--- src/design/dct_pkg.sv ---
`default_nettype none
// ----------------------------------------------------------------------------
// dct_pkg
// Shared types, constants and calendar tables of the calendar tick block.
// ----------------------------------------------------------------------------
package dct_pkg;

    localparam int BASE_YEAR = 2000;
    localparam int YEAR_SPAN = 135;

    localparam logic [11:0] YEAR_MIN = 12'(BASE_YEAR);
    localparam logic [11:0] YEAR_MAX = 12'(BASE_YEAR + YEAR_SPAN);

    localparam int BASE_CY = BASE_YEAR - 1;
    localparam int BASE_WD_I = (BASE_CY + BASE_CY / 4 - BASE_CY / 100 + BASE_CY / 400 + 36) % 7;
    localparam logic [2:0] BASE_WD = 3'(BASE_WD_I);

    localparam logic [1:0] BASE_MOD4   = 2'(BASE_YEAR % 4);
    localparam logic [6:0] BASE_MOD100 = 7'(BASE_YEAR % 100);
    localparam logic [8:0] BASE_MOD400 = 9'(BASE_YEAR % 400);

    localparam logic [24:0] DIV100_MUL = 25'd5243;
    localparam logic [26:0] DIV7_MUL   = 27'd9363;

    localparam logic [3:0] OP_NONE   = 4'd0;
    localparam logic [3:0] OP_LOAD   = 4'd1;
    localparam logic [3:0] OP_TICK   = 4'd2;
    localparam logic [3:0] OP_DIV    = 4'd3;
    localparam logic [3:0] OP_SUM    = 4'd4;
    localparam logic [3:0] OP_MOD    = 4'd5;
    localparam logic [3:0] OP_REM    = 4'd6;
    localparam logic [3:0] OP_FAIL   = 4'd7;
    localparam logic [3:0] OP_SWINIT = 4'd8;
    localparam logic [3:0] OP_SWEEP  = 4'd9;
    localparam logic [3:0] OP_DAYS   = 4'd10;
    localparam logic [3:0] OP_MUL    = 4'd11;
    localparam logic [3:0] OP_COMMIT = 4'd12;
    localparam logic [3:0] OP_OUT    = 4'd13;

    localparam logic [1:0] SEL_MAR  = 2'd0;
    localparam logic [1:0] SEL_OCT  = 2'd1;
    localparam logic [1:0] SEL_DATE = 2'd2;

    typedef struct packed {
        logic        req_type;
        logic [11:0] year;
        logic [3:0]  month;
        logic [4:0]  day;
        logic [4:0]  hour;
        logic [5:0]  minute;
        logic [5:0]  second;
    } dct_req_t;

    typedef struct packed {
        logic        status;
        logic [11:0] now_year;
        logic [3:0]  now_month;
        logic [4:0]  now_day;
        logic [4:0]  now_hour;
        logic [5:0]  now_minute;
        logic [5:0]  now_second;
        logic [2:0]  weekday;
        logic        summer_time;
        logic [31:0] utc_seconds;
    } dct_res_t;

    typedef struct packed {
        logic [3:0] op;
        logic [1:0] sel;
    } dct_cmd_t;

    typedef struct packed {
        logic is_set;
        logic roll;
        logic date_ok;
        logic sweep_done;
        logic out_free;
    } dct_sts_t;

    function automatic logic [3:0] cm_term(input logic [4:0] cm);
        logic [3:0] r;
        case (cm)
            5'd3:    r = 4'd2;
            5'd4:    r = 4'd3;
            5'd5:    r = 4'd3;
            5'd6:    r = 4'd4;
            5'd7:    r = 4'd4;
            5'd8:    r = 4'd5;
            5'd9:    r = 4'd6;
            5'd10:   r = 4'd6;
            5'd11:   r = 4'd7;
            5'd12:   r = 4'd7;
            5'd13:   r = 4'd8;
            5'd14:   r = 4'd9;
            default: r = 4'd0;
        endcase
        return r;
    endfunction

    function automatic logic [4:0] month_days(input logic [3:0] m, input logic leap);
        logic [4:0] r;
        case (m)
            4'd2:                      r = leap ? 5'd29 : 5'd28;
            4'd4, 4'd6, 4'd9, 4'd11:   r = 5'd30;
            4'd1, 4'd3, 4'd5, 4'd7,
            4'd8, 4'd10, 4'd12:        r = 5'd31;
            default:                   r = 5'd0;
        endcase
        return r;
    endfunction

    function automatic logic [8:0] days_before(input logic [3:0] m, input logic leap);
        logic [8:0] b;
        case (m)
            4'd2:    b = 9'd31;
            4'd3:    b = 9'd59;
            4'd4:    b = 9'd90;
            4'd5:    b = 9'd120;
            4'd6:    b = 9'd151;
            4'd7:    b = 9'd181;
            4'd8:    b = 9'd212;
            4'd9:    b = 9'd243;
            4'd10:   b = 9'd273;
            4'd11:   b = 9'd304;
            4'd12:   b = 9'd334;
            default: b = 9'd0;
        endcase
        return b + 9'(leap && (m > 4'd2));
    endfunction

endpackage
`default_nettype wire

--- src/design/dst_calendar_tick.sv ---
`default_nettype none
// ----------------------------------------------------------------------------
// dst_calendar_tick
// Calendar with a UTC seconds count and daylight-saving switch points.
// ----------------------------------------------------------------------------
// A tick word passes through the load, tick and roll-check states and then registers
// its result word; a new word is taken only once that result word is registered.
// A set word first checks its date: an illegal one returns a failed status, a legal
// one also sweeps the years from the base year. A tick that rolls the year sweeps too.
// One word is in flight at a time; a stalled result holds it.
// Reset is synchronous and active low and loads 1 January of the base year.
module dst_calendar_tick import dct_pkg::*; (
    input  wire logic     aclk,
    input  wire logic     aresetn,
    input  wire logic     s_valid,
    output logic          s_ready,
    input  wire dct_req_t s_data,
    output logic          m_valid,
    input  wire logic     m_ready,
    output dct_res_t      m_data
);

    dct_cmd_t cmd;
    dct_sts_t sts;

    dct_ctrl u_ctrl (
        .aclk     (aclk),
        .aresetn  (aresetn),
        .s_valid  (s_valid),
        .req_type (s_data.req_type),
        .s_ready  (s_ready),
        .sts      (sts),
        .cmd      (cmd)
    );

    dct_datapath u_datapath (
        .aclk    (aclk),
        .aresetn (aresetn),
        .cmd     (cmd),
        .sts     (sts),
        .s_data  (s_data),
        .m_valid (m_valid),
        .m_ready (m_ready),
        .m_data  (m_data)
    );

endmodule
`default_nettype wire

--- src/design/dct_datapath.sv ---
`default_nettype none
// ----------------------------------------------------------------------------
// dct_datapath
// Calendar state, weekday unit, year sweep, count multiplier and result word.
// ----------------------------------------------------------------------------
module dct_datapath import dct_pkg::*; (
    input  wire logic     aclk,
    input  wire logic     aresetn,
    input  wire dct_cmd_t cmd,
    output dct_sts_t      sts,
    input  wire dct_req_t s_data,
    output logic          m_valid,
    input  wire logic     m_ready,
    output dct_res_t      m_data
);

    logic [31:0] utc_reg, start_reg, end_reg, loc_reg;
    logic [11:0] year_reg;
    logic [3:0]  month_reg;
    logic [4:0]  day_reg, hour_reg;
    logic [5:0]  min_reg, sec_reg;
    logic [2:0]  wd_reg, wd_mar_reg, wd_oct_reg, wd_set_reg;
    logic        leap_reg, aleap_reg, status_reg, roll_reg, m_valid_reg;
    dct_req_t    req_reg;
    dct_res_t    m_data_reg;
    logic [11:0] ay_reg, sweep_y_reg;
    logic [5:0]  q100_reg;
    logic [12:0] wsum_reg;
    logic [9:0]  q7_reg;
    logic [1:0]  m4_reg;
    logic [6:0]  m100_reg;
    logic [8:0]  m400_reg;
    logic [19:0] dby_reg, days_reg;

    logic [11:0] cy;
    logic [4:0]  cm, wdd;
    logic [24:0] prod100;
    logic [12:0] wsum_next, rem_val;
    logic [26:0] prod7;
    logic [11:0] hund;
    logic        aleap_next, sweep_leap, date_ok;
    logic [19:0] days_next;
    logic [36:0] pfull;
    logic [31:0] offs, cnt_next, utc1, utc_set_next;

    logic [31:0] t_utc_next;
    logic [5:0]  t_sec_next, t_min_next;
    logic [4:0]  t_hour_next, t_day_next;
    logic [3:0]  t_month_next;
    logic [11:0] t_year_next;
    logic [2:0]  t_wd_next;
    logic        t_roll_next;

    always_comb begin
        cy  = ay_reg;
        cm  = 5'd3;
        wdd = 5'd31;
        case (cmd.sel)
            SEL_OCT: begin
                cm = 5'd10;
            end
            SEL_DATE: begin
                wdd = req_reg.day;
                if (req_reg.month < 4'd3) begin
                    cy = ay_reg - 12'd1;
                    cm = {1'b0, req_reg.month} + 5'd12;
                end else begin
                    cm = {1'b0, req_reg.month};
                end
            end
            default: begin
                cm = 5'd3;
            end
        endcase
    end

    assign prod100   = {13'b0, cy} * DIV100_MUL;
    assign wsum_next = 13'(wdd) + 13'({cm, 1'b0}) + 13'(cm_term(cm)) + 13'(cy)
                     + 13'(cy[11:2]) - 13'(q100_reg) + 13'(q100_reg[5:2]) + 13'd1;
    assign prod7     = {14'b0, wsum_reg} * DIV7_MUL;
    assign rem_val   = wsum_reg - 13'({3'b0, q7_reg} * 13'd7);
    assign hund      = {6'b0, q100_reg} * 12'd100;
    assign aleap_next = (cy[1:0] == 2'd0) && ((cy != hund) || (q100_reg[1:0] == 2'd0));

    assign date_ok = (req_reg.year >= YEAR_MIN) && (req_reg.year <= YEAR_MAX)
                   && (req_reg.month >= 4'd1) && (req_reg.month <= 4'd12)
                   && (req_reg.day >= 5'd1)
                   && (req_reg.day <= month_days(req_reg.month, aleap_reg))
                   && (req_reg.hour <= 5'd23) && (req_reg.minute <= 6'd59)
                   && (req_reg.second <= 6'd59);

    assign sweep_leap = (m400_reg == 9'd0) || ((m100_reg != 7'd0) && (m4_reg == 2'd0));

    always_comb begin
        case (cmd.sel)
            SEL_OCT: begin
                days_next = dby_reg + 20'(days_before(4'd10, aleap_reg)) + 20'd30
                          - 20'(wd_oct_reg);
                offs = 32'd3600;
            end
            SEL_DATE: begin
                days_next = dby_reg + 20'(days_before(req_reg.month, aleap_reg))
                          + 20'(req_reg.day) - 20'd1;
                offs = 32'(req_reg.hour) * 32'd3600 + 32'(req_reg.minute) * 32'd60
                     + 32'(req_reg.second);
            end
            default: begin
                days_next = dby_reg + 20'(days_before(4'd3, aleap_reg)) + 20'd30
                          - 20'(wd_mar_reg);
                offs = 32'd3600;
            end
        endcase
    end

    assign pfull    = {17'b0, days_reg} * 37'd86400;
    assign cnt_next = pfull[31:0] + offs;
    assign utc1     = loc_reg - 32'd3600;
    assign utc_set_next = ((utc1 > start_reg) && (utc1 < end_reg)) ?
                          (loc_reg - 32'd7200) : utc1;

    always_comb begin
        t_utc_next   = utc_reg + 32'd1;
        t_hour_next  = hour_reg;
        t_sec_next   = sec_reg + 6'd1;
        t_min_next   = min_reg;
        t_day_next   = day_reg;
        t_month_next = month_reg;
        t_year_next  = year_reg;
        t_wd_next    = wd_reg;
        t_roll_next  = 1'b0;
        if (t_utc_next == start_reg) begin
            t_hour_next = t_hour_next + 5'd1;
        end
        if (t_utc_next == end_reg) begin
            t_hour_next = t_hour_next - 5'd1;
        end
        if (t_sec_next >= 6'd60) begin
            t_sec_next = 6'd0;
            t_min_next = min_reg + 6'd1;
            if (t_min_next >= 6'd60) begin
                t_min_next  = 6'd0;
                t_hour_next = t_hour_next + 5'd1;
                if (t_hour_next >= 5'd24) begin
                    t_hour_next = 5'd0;
                    t_wd_next   = (wd_reg >= 3'd6) ? 3'd0 : wd_reg + 3'd1;
                    t_day_next  = day_reg + 5'd1;
                    if (day_reg >= month_days(month_reg, leap_reg)) begin
                        t_day_next   = 5'd1;
                        t_month_next = month_reg + 4'd1;
                        if (t_month_next > 4'd12) begin
                            t_month_next = 4'd1;
                            t_year_next  = year_reg + 12'd1;
                            t_roll_next  = 1'b1;
                        end
                    end
                end
            end
        end
    end

    always_ff @(posedge aclk) begin
        if (!aresetn) begin
            utc_reg     <= '0;
            start_reg   <= '0;
            end_reg     <= '0;
            year_reg    <= YEAR_MIN;
            month_reg   <= 4'd1;
            day_reg     <= 5'd1;
            hour_reg    <= '0;
            min_reg     <= '0;
            sec_reg     <= '0;
            wd_reg      <= BASE_WD;
            leap_reg    <= (BASE_YEAR % 400 == 0) || ((BASE_YEAR % 100 != 0) && (BASE_YEAR % 4 == 0));
            m_valid_reg <= 1'b0;
            status_reg  <= 1'b0;
            roll_reg    <= 1'b0;
        end else begin
            if (cmd.op == OP_OUT) begin
                m_valid_reg <= 1'b1;
            end else if (m_ready) begin
                m_valid_reg <= 1'b0;
            end
            case (cmd.op)
                OP_LOAD: begin
                    status_reg <= 1'b0;
                    roll_reg   <= 1'b0;
                end
                OP_TICK: begin
                    utc_reg   <= t_utc_next;
                    hour_reg  <= t_hour_next;
                    sec_reg   <= t_sec_next;
                    min_reg   <= t_min_next;
                    day_reg   <= t_day_next;
                    month_reg <= t_month_next;
                    year_reg  <= t_year_next;
                    wd_reg    <= t_wd_next;
                    roll_reg  <= t_roll_next;
                end
                OP_FAIL: begin
                    status_reg <= 1'b1;
                end
                OP_MUL: begin
                    if (cmd.sel == SEL_MAR) begin
                        start_reg <= cnt_next;
                    end else if (cmd.sel == SEL_OCT) begin
                        end_reg <= cnt_next;
                    end
                end
                OP_COMMIT: begin
                    leap_reg <= aleap_reg;
                    if (req_reg.req_type) begin
                        utc_reg   <= utc_set_next;
                        year_reg  <= req_reg.year;
                        month_reg <= req_reg.month;
                        day_reg   <= req_reg.day;
                        hour_reg  <= req_reg.hour;
                        min_reg   <= req_reg.minute;
                        sec_reg   <= req_reg.second;
                        wd_reg    <= wd_set_reg;
                    end
                end
                default: begin
                end
            endcase
        end
    end

    always_ff @(posedge aclk) begin
        case (cmd.op)
            OP_LOAD: begin
                req_reg <= s_data;
                ay_reg  <= s_data.year;
            end
            OP_TICK: begin
                ay_reg <= t_year_next;
            end
            OP_DIV: begin
                q100_reg <= prod100[24:19];
            end
            OP_SUM: begin
                wsum_reg <= wsum_next;
                if (cmd.sel == SEL_MAR) begin
                    aleap_reg <= aleap_next;
                end
            end
            OP_MOD: begin
                q7_reg <= prod7[25:16];
            end
            OP_REM: begin
                if (cmd.sel == SEL_MAR) begin
                    wd_mar_reg <= rem_val[2:0];
                end else if (cmd.sel == SEL_OCT) begin
                    wd_oct_reg <= rem_val[2:0];
                end else begin
                    wd_set_reg <= rem_val[2:0];
                end
            end
            OP_SWINIT: begin
                sweep_y_reg <= YEAR_MIN;
                m4_reg      <= BASE_MOD4;
                m100_reg    <= BASE_MOD100;
                m400_reg    <= BASE_MOD400;
                dby_reg     <= '0;
            end
            OP_SWEEP: begin
                sweep_y_reg <= sweep_y_reg + 12'd1;
                m4_reg      <= m4_reg + 2'd1;
                m100_reg    <= (m100_reg == 7'd99) ? 7'd0 : m100_reg + 7'd1;
                m400_reg    <= (m400_reg == 9'd399) ? 9'd0 : m400_reg + 9'd1;
                dby_reg     <= dby_reg + (sweep_leap ? 20'd366 : 20'd365);
            end
            OP_DAYS: begin
                days_reg <= days_next;
            end
            OP_MUL: begin
                if (cmd.sel == SEL_DATE) begin
                    loc_reg <= cnt_next;
                end
            end
            OP_OUT: begin
                m_data_reg.status      <= status_reg;
                m_data_reg.now_year    <= year_reg;
                m_data_reg.now_month   <= month_reg;
                m_data_reg.now_day     <= day_reg;
                m_data_reg.now_hour    <= hour_reg;
                m_data_reg.now_minute  <= min_reg;
                m_data_reg.now_second  <= sec_reg;
                m_data_reg.weekday     <= wd_reg;
                m_data_reg.summer_time <= (utc_reg >= start_reg) && (utc_reg < end_reg);
                m_data_reg.utc_seconds <= utc_reg;
            end
            default: begin
            end
        endcase
    end

    assign sts.is_set     = req_reg.req_type;
    assign sts.roll       = roll_reg;
    assign sts.date_ok    = date_ok;
    assign sts.sweep_done = !(sweep_y_reg < ay_reg);
    assign sts.out_free   = !m_valid_reg || m_ready;

    assign m_valid = m_valid_reg;
    assign m_data  = m_data_reg;

endmodule
`default_nettype wire

--- src/design/dct_ctrl.sv ---
`default_nettype none
// ----------------------------------------------------------------------------
// dct_ctrl
// Sequencer that steps the datapath through tick, set and year analysis.
// ----------------------------------------------------------------------------
module dct_ctrl import dct_pkg::*; (
    input  wire logic     aclk,
    input  wire logic     aresetn,
    input  wire logic     s_valid,
    input  wire logic     req_type,
    output logic          s_ready,
    input  wire dct_sts_t sts,
    output dct_cmd_t      cmd
);

    localparam logic [4:0] ST_IDLE   = 5'd0;
    localparam logic [4:0] ST_TICK   = 5'd1;
    localparam logic [4:0] ST_ROLL   = 5'd2;
    localparam logic [4:0] ST_DIV_M  = 5'd3;
    localparam logic [4:0] ST_SUM_M  = 5'd4;
    localparam logic [4:0] ST_MOD_M  = 5'd5;
    localparam logic [4:0] ST_REM_M  = 5'd6;
    localparam logic [4:0] ST_FAIL   = 5'd7;
    localparam logic [4:0] ST_DIV_O  = 5'd8;
    localparam logic [4:0] ST_SUM_O  = 5'd9;
    localparam logic [4:0] ST_MOD_O  = 5'd10;
    localparam logic [4:0] ST_REM_O  = 5'd11;
    localparam logic [4:0] ST_SWINIT = 5'd12;
    localparam logic [4:0] ST_SWEEP  = 5'd13;
    localparam logic [4:0] ST_DAYS_M = 5'd14;
    localparam logic [4:0] ST_MUL_M  = 5'd15;
    localparam logic [4:0] ST_DAYS_O = 5'd16;
    localparam logic [4:0] ST_MUL_O  = 5'd17;
    localparam logic [4:0] ST_DIV_D  = 5'd18;
    localparam logic [4:0] ST_SUM_D  = 5'd19;
    localparam logic [4:0] ST_MOD_D  = 5'd20;
    localparam logic [4:0] ST_REM_D  = 5'd21;
    localparam logic [4:0] ST_DAYS_D = 5'd22;
    localparam logic [4:0] ST_MUL_D  = 5'd23;
    localparam logic [4:0] ST_COMMIT = 5'd24;
    localparam logic [4:0] ST_DONE   = 5'd25;

    logic [4:0] state_reg, state_next;

    always_comb begin
        state_next = state_reg;
        cmd.op     = OP_NONE;
        cmd.sel    = SEL_MAR;
        case (state_reg)
            ST_IDLE: begin
                if (s_valid) begin
                    cmd.op     = OP_LOAD;
                    state_next = req_type ? ST_DIV_M : ST_TICK;
                end
            end
            ST_TICK: begin
                cmd.op     = OP_TICK;
                state_next = ST_ROLL;
            end
            ST_ROLL: begin
                state_next = sts.roll ? ST_DIV_M : ST_DONE;
            end
            ST_DIV_M: begin
                cmd.op     = OP_DIV;
                state_next = ST_SUM_M;
            end
            ST_SUM_M: begin
                cmd.op     = OP_SUM;
                state_next = ST_MOD_M;
            end
            ST_MOD_M: begin
                cmd.op     = OP_MOD;
                state_next = ST_REM_M;
            end
            ST_REM_M: begin
                cmd.op     = OP_REM;
                state_next = (sts.is_set && !sts.date_ok) ? ST_FAIL : ST_DIV_O;
            end
            ST_FAIL: begin
                cmd.op     = OP_FAIL;
                state_next = ST_DONE;
            end
            ST_DIV_O: begin
                cmd.op     = OP_DIV;
                cmd.sel    = SEL_OCT;
                state_next = ST_SUM_O;
            end
            ST_SUM_O: begin
                cmd.op     = OP_SUM;
                cmd.sel    = SEL_OCT;
                state_next = ST_MOD_O;
            end
            ST_MOD_O: begin
                cmd.op     = OP_MOD;
                cmd.sel    = SEL_OCT;
                state_next = ST_REM_O;
            end
            ST_REM_O: begin
                cmd.op     = OP_REM;
                cmd.sel    = SEL_OCT;
                state_next = ST_SWINIT;
            end
            ST_SWINIT: begin
                cmd.op     = OP_SWINIT;
                state_next = ST_SWEEP;
            end
            ST_SWEEP: begin
                if (sts.sweep_done) begin
                    state_next = ST_DAYS_M;
                end else begin
                    cmd.op = OP_SWEEP;
                end
            end
            ST_DAYS_M: begin
                cmd.op     = OP_DAYS;
                state_next = ST_MUL_M;
            end
            ST_MUL_M: begin
                cmd.op     = OP_MUL;
                state_next = ST_DAYS_O;
            end
            ST_DAYS_O: begin
                cmd.op     = OP_DAYS;
                cmd.sel    = SEL_OCT;
                state_next = ST_MUL_O;
            end
            ST_MUL_O: begin
                cmd.op     = OP_MUL;
                cmd.sel    = SEL_OCT;
                state_next = sts.is_set ? ST_DIV_D : ST_COMMIT;
            end
            ST_DIV_D: begin
                cmd.op     = OP_DIV;
                cmd.sel    = SEL_DATE;
                state_next = ST_SUM_D;
            end
            ST_SUM_D: begin
                cmd.op     = OP_SUM;
                cmd.sel    = SEL_DATE;
                state_next = ST_MOD_D;
            end
            ST_MOD_D: begin
                cmd.op     = OP_MOD;
                cmd.sel    = SEL_DATE;
                state_next = ST_REM_D;
            end
            ST_REM_D: begin
                cmd.op     = OP_REM;
                cmd.sel    = SEL_DATE;
                state_next = ST_DAYS_D;
            end
            ST_DAYS_D: begin
                cmd.op     = OP_DAYS;
                cmd.sel    = SEL_DATE;
                state_next = ST_MUL_D;
            end
            ST_MUL_D: begin
                cmd.op     = OP_MUL;
                cmd.sel    = SEL_DATE;
                state_next = ST_COMMIT;
            end
            ST_COMMIT: begin
                cmd.op     = OP_COMMIT;
                state_next = ST_DONE;
            end
            ST_DONE: begin
                if (sts.out_free) begin
                    cmd.op     = OP_OUT;
                    state_next = ST_IDLE;
                end
            end
            default: begin
                state_next = ST_IDLE;
            end
        endcase
    end

    always_ff @(posedge aclk) begin
        if (!aresetn) begin
            state_reg <= ST_IDLE;
        end else begin
            state_reg <= state_next;
        end
    end

    assign s_ready = (state_reg == ST_IDLE);

endmodule
`default_nettype wire

--- config.mk ---
export PLATFORM = sky130hd
export DESIGN_NAME = dst_calendar_tick
export DESIGN_NICKNAME = d
export VERILOG_FILES = /design/src/design/dct_pkg.sv /design/src/design/dst_calendar_tick.sv /design/src/design/dct_datapath.sv /design/src/design/dct_ctrl.sv
export SDC_FILE = /design/constraint.sdc
export NUM_CORES = 2
export LEC_CHECK = 0
export BUFFER_PORTS_ARGS = -buffer_cell sky130_fd_sc_hd__buf_2
export CORE_ASPECT_RATIO = 1.75
export CORE_UTILIZATION = 30
export CTS_CLUSTER_SIZE = 14
export DETAILED_ROUTE_END_ITERATION = 12
export GPL_TIMING_DRIVEN = 1
export HOLD_SLACK_MARGIN = 0.03
export SYNTH_ARGS = -nofsm -noshare
export SYNTH_HDL_FRONTEND = slang
export SYNTH_SLANG_ARGS = --single-unit
--- constraint.sdc ---
create_clock -name aclk -period 25.7 [get_ports aclk]
set_input_delay 5.14 -clock aclk [delete_from_list [all_inputs] [get_ports aclk]]
set_output_delay 5.14 -clock aclk [all_outputs]
set_load 0.03 [all_outputs]
==> results.py <==
metrics = {
    "routing": {
        "drt_pass1_iterations": 6,
        "totalWireLength_um": 123000,
        "drt_iter0_drc": 1786,
        "dr_total_vias": 32100,
        "wire_per_inst_um": 19.9,
        "via_per_inst": 5.19,
        "post-route-drc-count": 0,
        "ant_nets": 0,
    },
    "run_status": {
        "status": "completed",
    },
    "clocking": {
        "hold_buffers": 0,
        "path_clk_slew_ns": 0.07,
        "insertion_delay_ns": 0.64,
        "cts-root-buf": "clkbuf_16",
        "cts_sinks": 415,
        "cts_buffers": 46,
        "clk_path_buf_depth": 3,
        "post_cts_buffers": 0,
        "cts_tree": "done",
        "htreeDepth": 2,
        "ctsResizeCount": 0,
    },
    "die": {
        "std_cell_rows": 177,
        "start_util_pct": 30.2,
        "die_h_um": 485,
        "ios": 120,
        "die_w_um": 278,
        "core_um2": 133000,
        "die-area_um2": 135000,
    },
    "sta": {
        "slew-limit-headroom_pct": 16.4,
        "layout_min_cycle_time_ns": 8.47,
        "fin_tns_setup_ns": 0,
        "worst_pin_slew_ns": 1.24,
        "maxSlewViolCount": 0,
        "hold_slack_ns": 0.459,
        "finalSetupViolCount": 0,
        "finClkSkew_ns": 0.0749,
        "rsz0062_at_grt": "false",
        "finalCritPeriodShare_pct": 32.9,
        "timing.fmax_ghz": 0.118,
        "hold_viol_final": 0,
    },
    "min_path": {
        "min_path_type": "flip-flop to flip-flop",
    },
    "critical_path": {
        "crit_arrival_ns": 8.84,
        "cp.required_ns": 26.08,
        "end_kind": "flip-flop",
        "critPathMaxStageDelay_ns": 0.70,
        "critical_path_class": "flip-flop to flip-flop",
        "cp_slowest_cell": "nor4_1",
        "cp_max_fo": 6,
        "start_kind": "flip-flop",
    },
    "flow_run": {
        "cap_violations": 0,
    },
    "place": {
        "place_congestion": 1.03,
        "detailed_place_hpwl_um": 98900,
        "port-buffer-count": 119,
        "place_area_um2": 42500,
    },
    "synthesis": {
        "syn_area_per_cell_um2": 9.11,
        "synth_seq_cells": 415,
        "syn_nets": 5215,
        "synthFlopType": "edfxtp_1",
        "synthArstFlopShare_pct": 0,
        "syn_area_um2": 40000,
        "synth_cell_type_count": 94,
        "seq_area_frac_synth_pct": 27.3,
        "syn_inst": 4391,
        "yosysWarnings": 0,
        "synth_edf_count": 260,
    },
    "grt": {
        "grt_remaining_overflow": 0,
        "grt_pass1_vias": 32900,
        "antenna_found_initial": 8,
        "track_usage_pct": 18.1,
        "grt_pass1_wl_um": 188000,
        "grt_max_degree": 78,
    },
    "finish": {
        "fillers": 13600,
        "area_delta_synth_final_pct": 10.1,
        "largest_reg_flops": 75,
        "stdcell_area_um2": 44100,
        "postLayoutCoreUtil_pct": 33.2,
        "layout_common_cells": "ha_1 (615), inv_1 (600), nand2_1 (305)",
        "drive_above_1_share_pct": 6.77,
        "num-nets-final": 5263,
        "mostFrequentLayoutCell": "ha_1",
    },
}
-- synthesized netlist by cell type (10+ instances only) --
master	number	share of area, %
edfxtp_1	260	20
clkbuf_1	118	1.1
xnor2_1	240	5.3
nor2_1	274	2.6
or3_1	22	0.34
o211ai_1	18	0.34
or2_2	11	0.17
a31oi_1	24	0.38
nand3_1	97	1.2
and4_1	10	0.22
a2111oi_0	12	0.26
nor3b_1	13	0.24
o221ai_1	12	0.26
a211oi_1	42	0.79
nor4_1	35	0.55
o2111ai_1	13	0.28
fa_1	164	8.2
o21bai_1	30	0.56
ha_1	617	19
nand4_1	66	1.0
inv_1	602	5.6
o31ai_1	16	0.30
o22ai_1	15	0.23
mux2i_1	44	1.1
a21oi_1	277	3.5
and2_1	35	0.55
a221oi_1	21	0.46
xor2_1	109	2.4
a21o_1	105	2.0
buf_2	27	0.34
nor2b_1	50	0.78
nand2b_1	60	0.94
nor3_1	74	0.93
o21a_1	21	0.39
or4_1	13	0.24
and3_1	42	0.66
a22oi_1	14	0.26
o21ai_0	161	2.0
dfxtp_1	155	7.8
nand2_1	306	2.9
-- final timing paths --
kind	from	end	slack, ns	cells past startpoint
max reg2reg	u_datapath.req_reg[24]$_DFFE_PN_	u_datapath.q100_reg[4]$_DFFE_PN_	17.23	28
max	u_datapath.req_reg[24]$_DFFE_PN_	u_datapath.q100_reg[4]$_DFFE_PN_	17.23	28
min reg2reg	u_datapath.start_reg[14]$_SDFFE_PN0P_	u_datapath.start_reg[14]$_SDFFE_PN0P_	0.46	2
min	u_datapath.start_reg[14]$_SDFFE_PN0P_	u_datapath.start_reg[14]$_SDFFE_PN0P_	0.46	2
-- critical path, delay by kind of cell (launching register included) --
kind | cells | cell delay, ns
DFF | 1 | 0.48
AOI/OAI and AO/OA | 9 | 2.17
and+or+nand+nor | 5 | 1.32
xor gates and xnor gates | 2 | 0.74
buffers and inverters | 5 | 0.75
adders and majority gates | 7 | 2.73
-- per-stage QoR --
| step | cells | setup WS, ns |
|---|---|---|
| final | 6178 | 17.23 |
| after global routing | 6177 | 16.53 |
| after CTS | 6176 | 17.04 |
| after detailed placement | 6091 | 17.06 |
| after global placement | 6091 | 17.00 |
| after floorplan | 4391 | 12.73 |
-- per-layer routing --
layer  track usage [%]  share of wire (%)  vias up
met3              1.99                4.3      370
met5                 0              0.048        -
met1              18.4                 36    15400
met2              34.3                 53      911
met4              12.1                7.2        8
li1                  -                  -    15300
-- layout make-up --
type                            instances  area, µm²  share of cell area, %
Clock inverter                         31        373                  0.846
Inverter                              603       2270                   5.14
Tap cell                             1700       2130                   4.83
Clock buffer                           54       1220                   2.77
Sequential cell                       415      10900                   24.8
Antenna cell                            2       5.00                 0.0114
Timing Repair Buffer                  161        911                   2.07
Multi-Input combinational cell       3212      26300                   59.6
-- kinds of logic (layout without fill, tap and decap cells) --
logic type | Yosys count | count (layout) | share of synthesized area (%)
buffers and inverters | 764 | 849 | 7.32
XOR/XNOR | 357 | 357 | 8.08
adder cells (fa/ha/maj) | 781 | 781 | 27.5
AND/OR/NAND/NOR | 1147 | 1147 | 14.4
other | 2 | 4 | 0.0188
AO/OA/AOI/OAI | 874 | 874 | 14.1
flip-flops | 415 | 415 | 27.3
multiplexers | 51 | 51 | 1.30
Power is left out: the tool's default activity adds up to more than one toggle a clock period on the data nets, which glitch-free logic cannot reach.
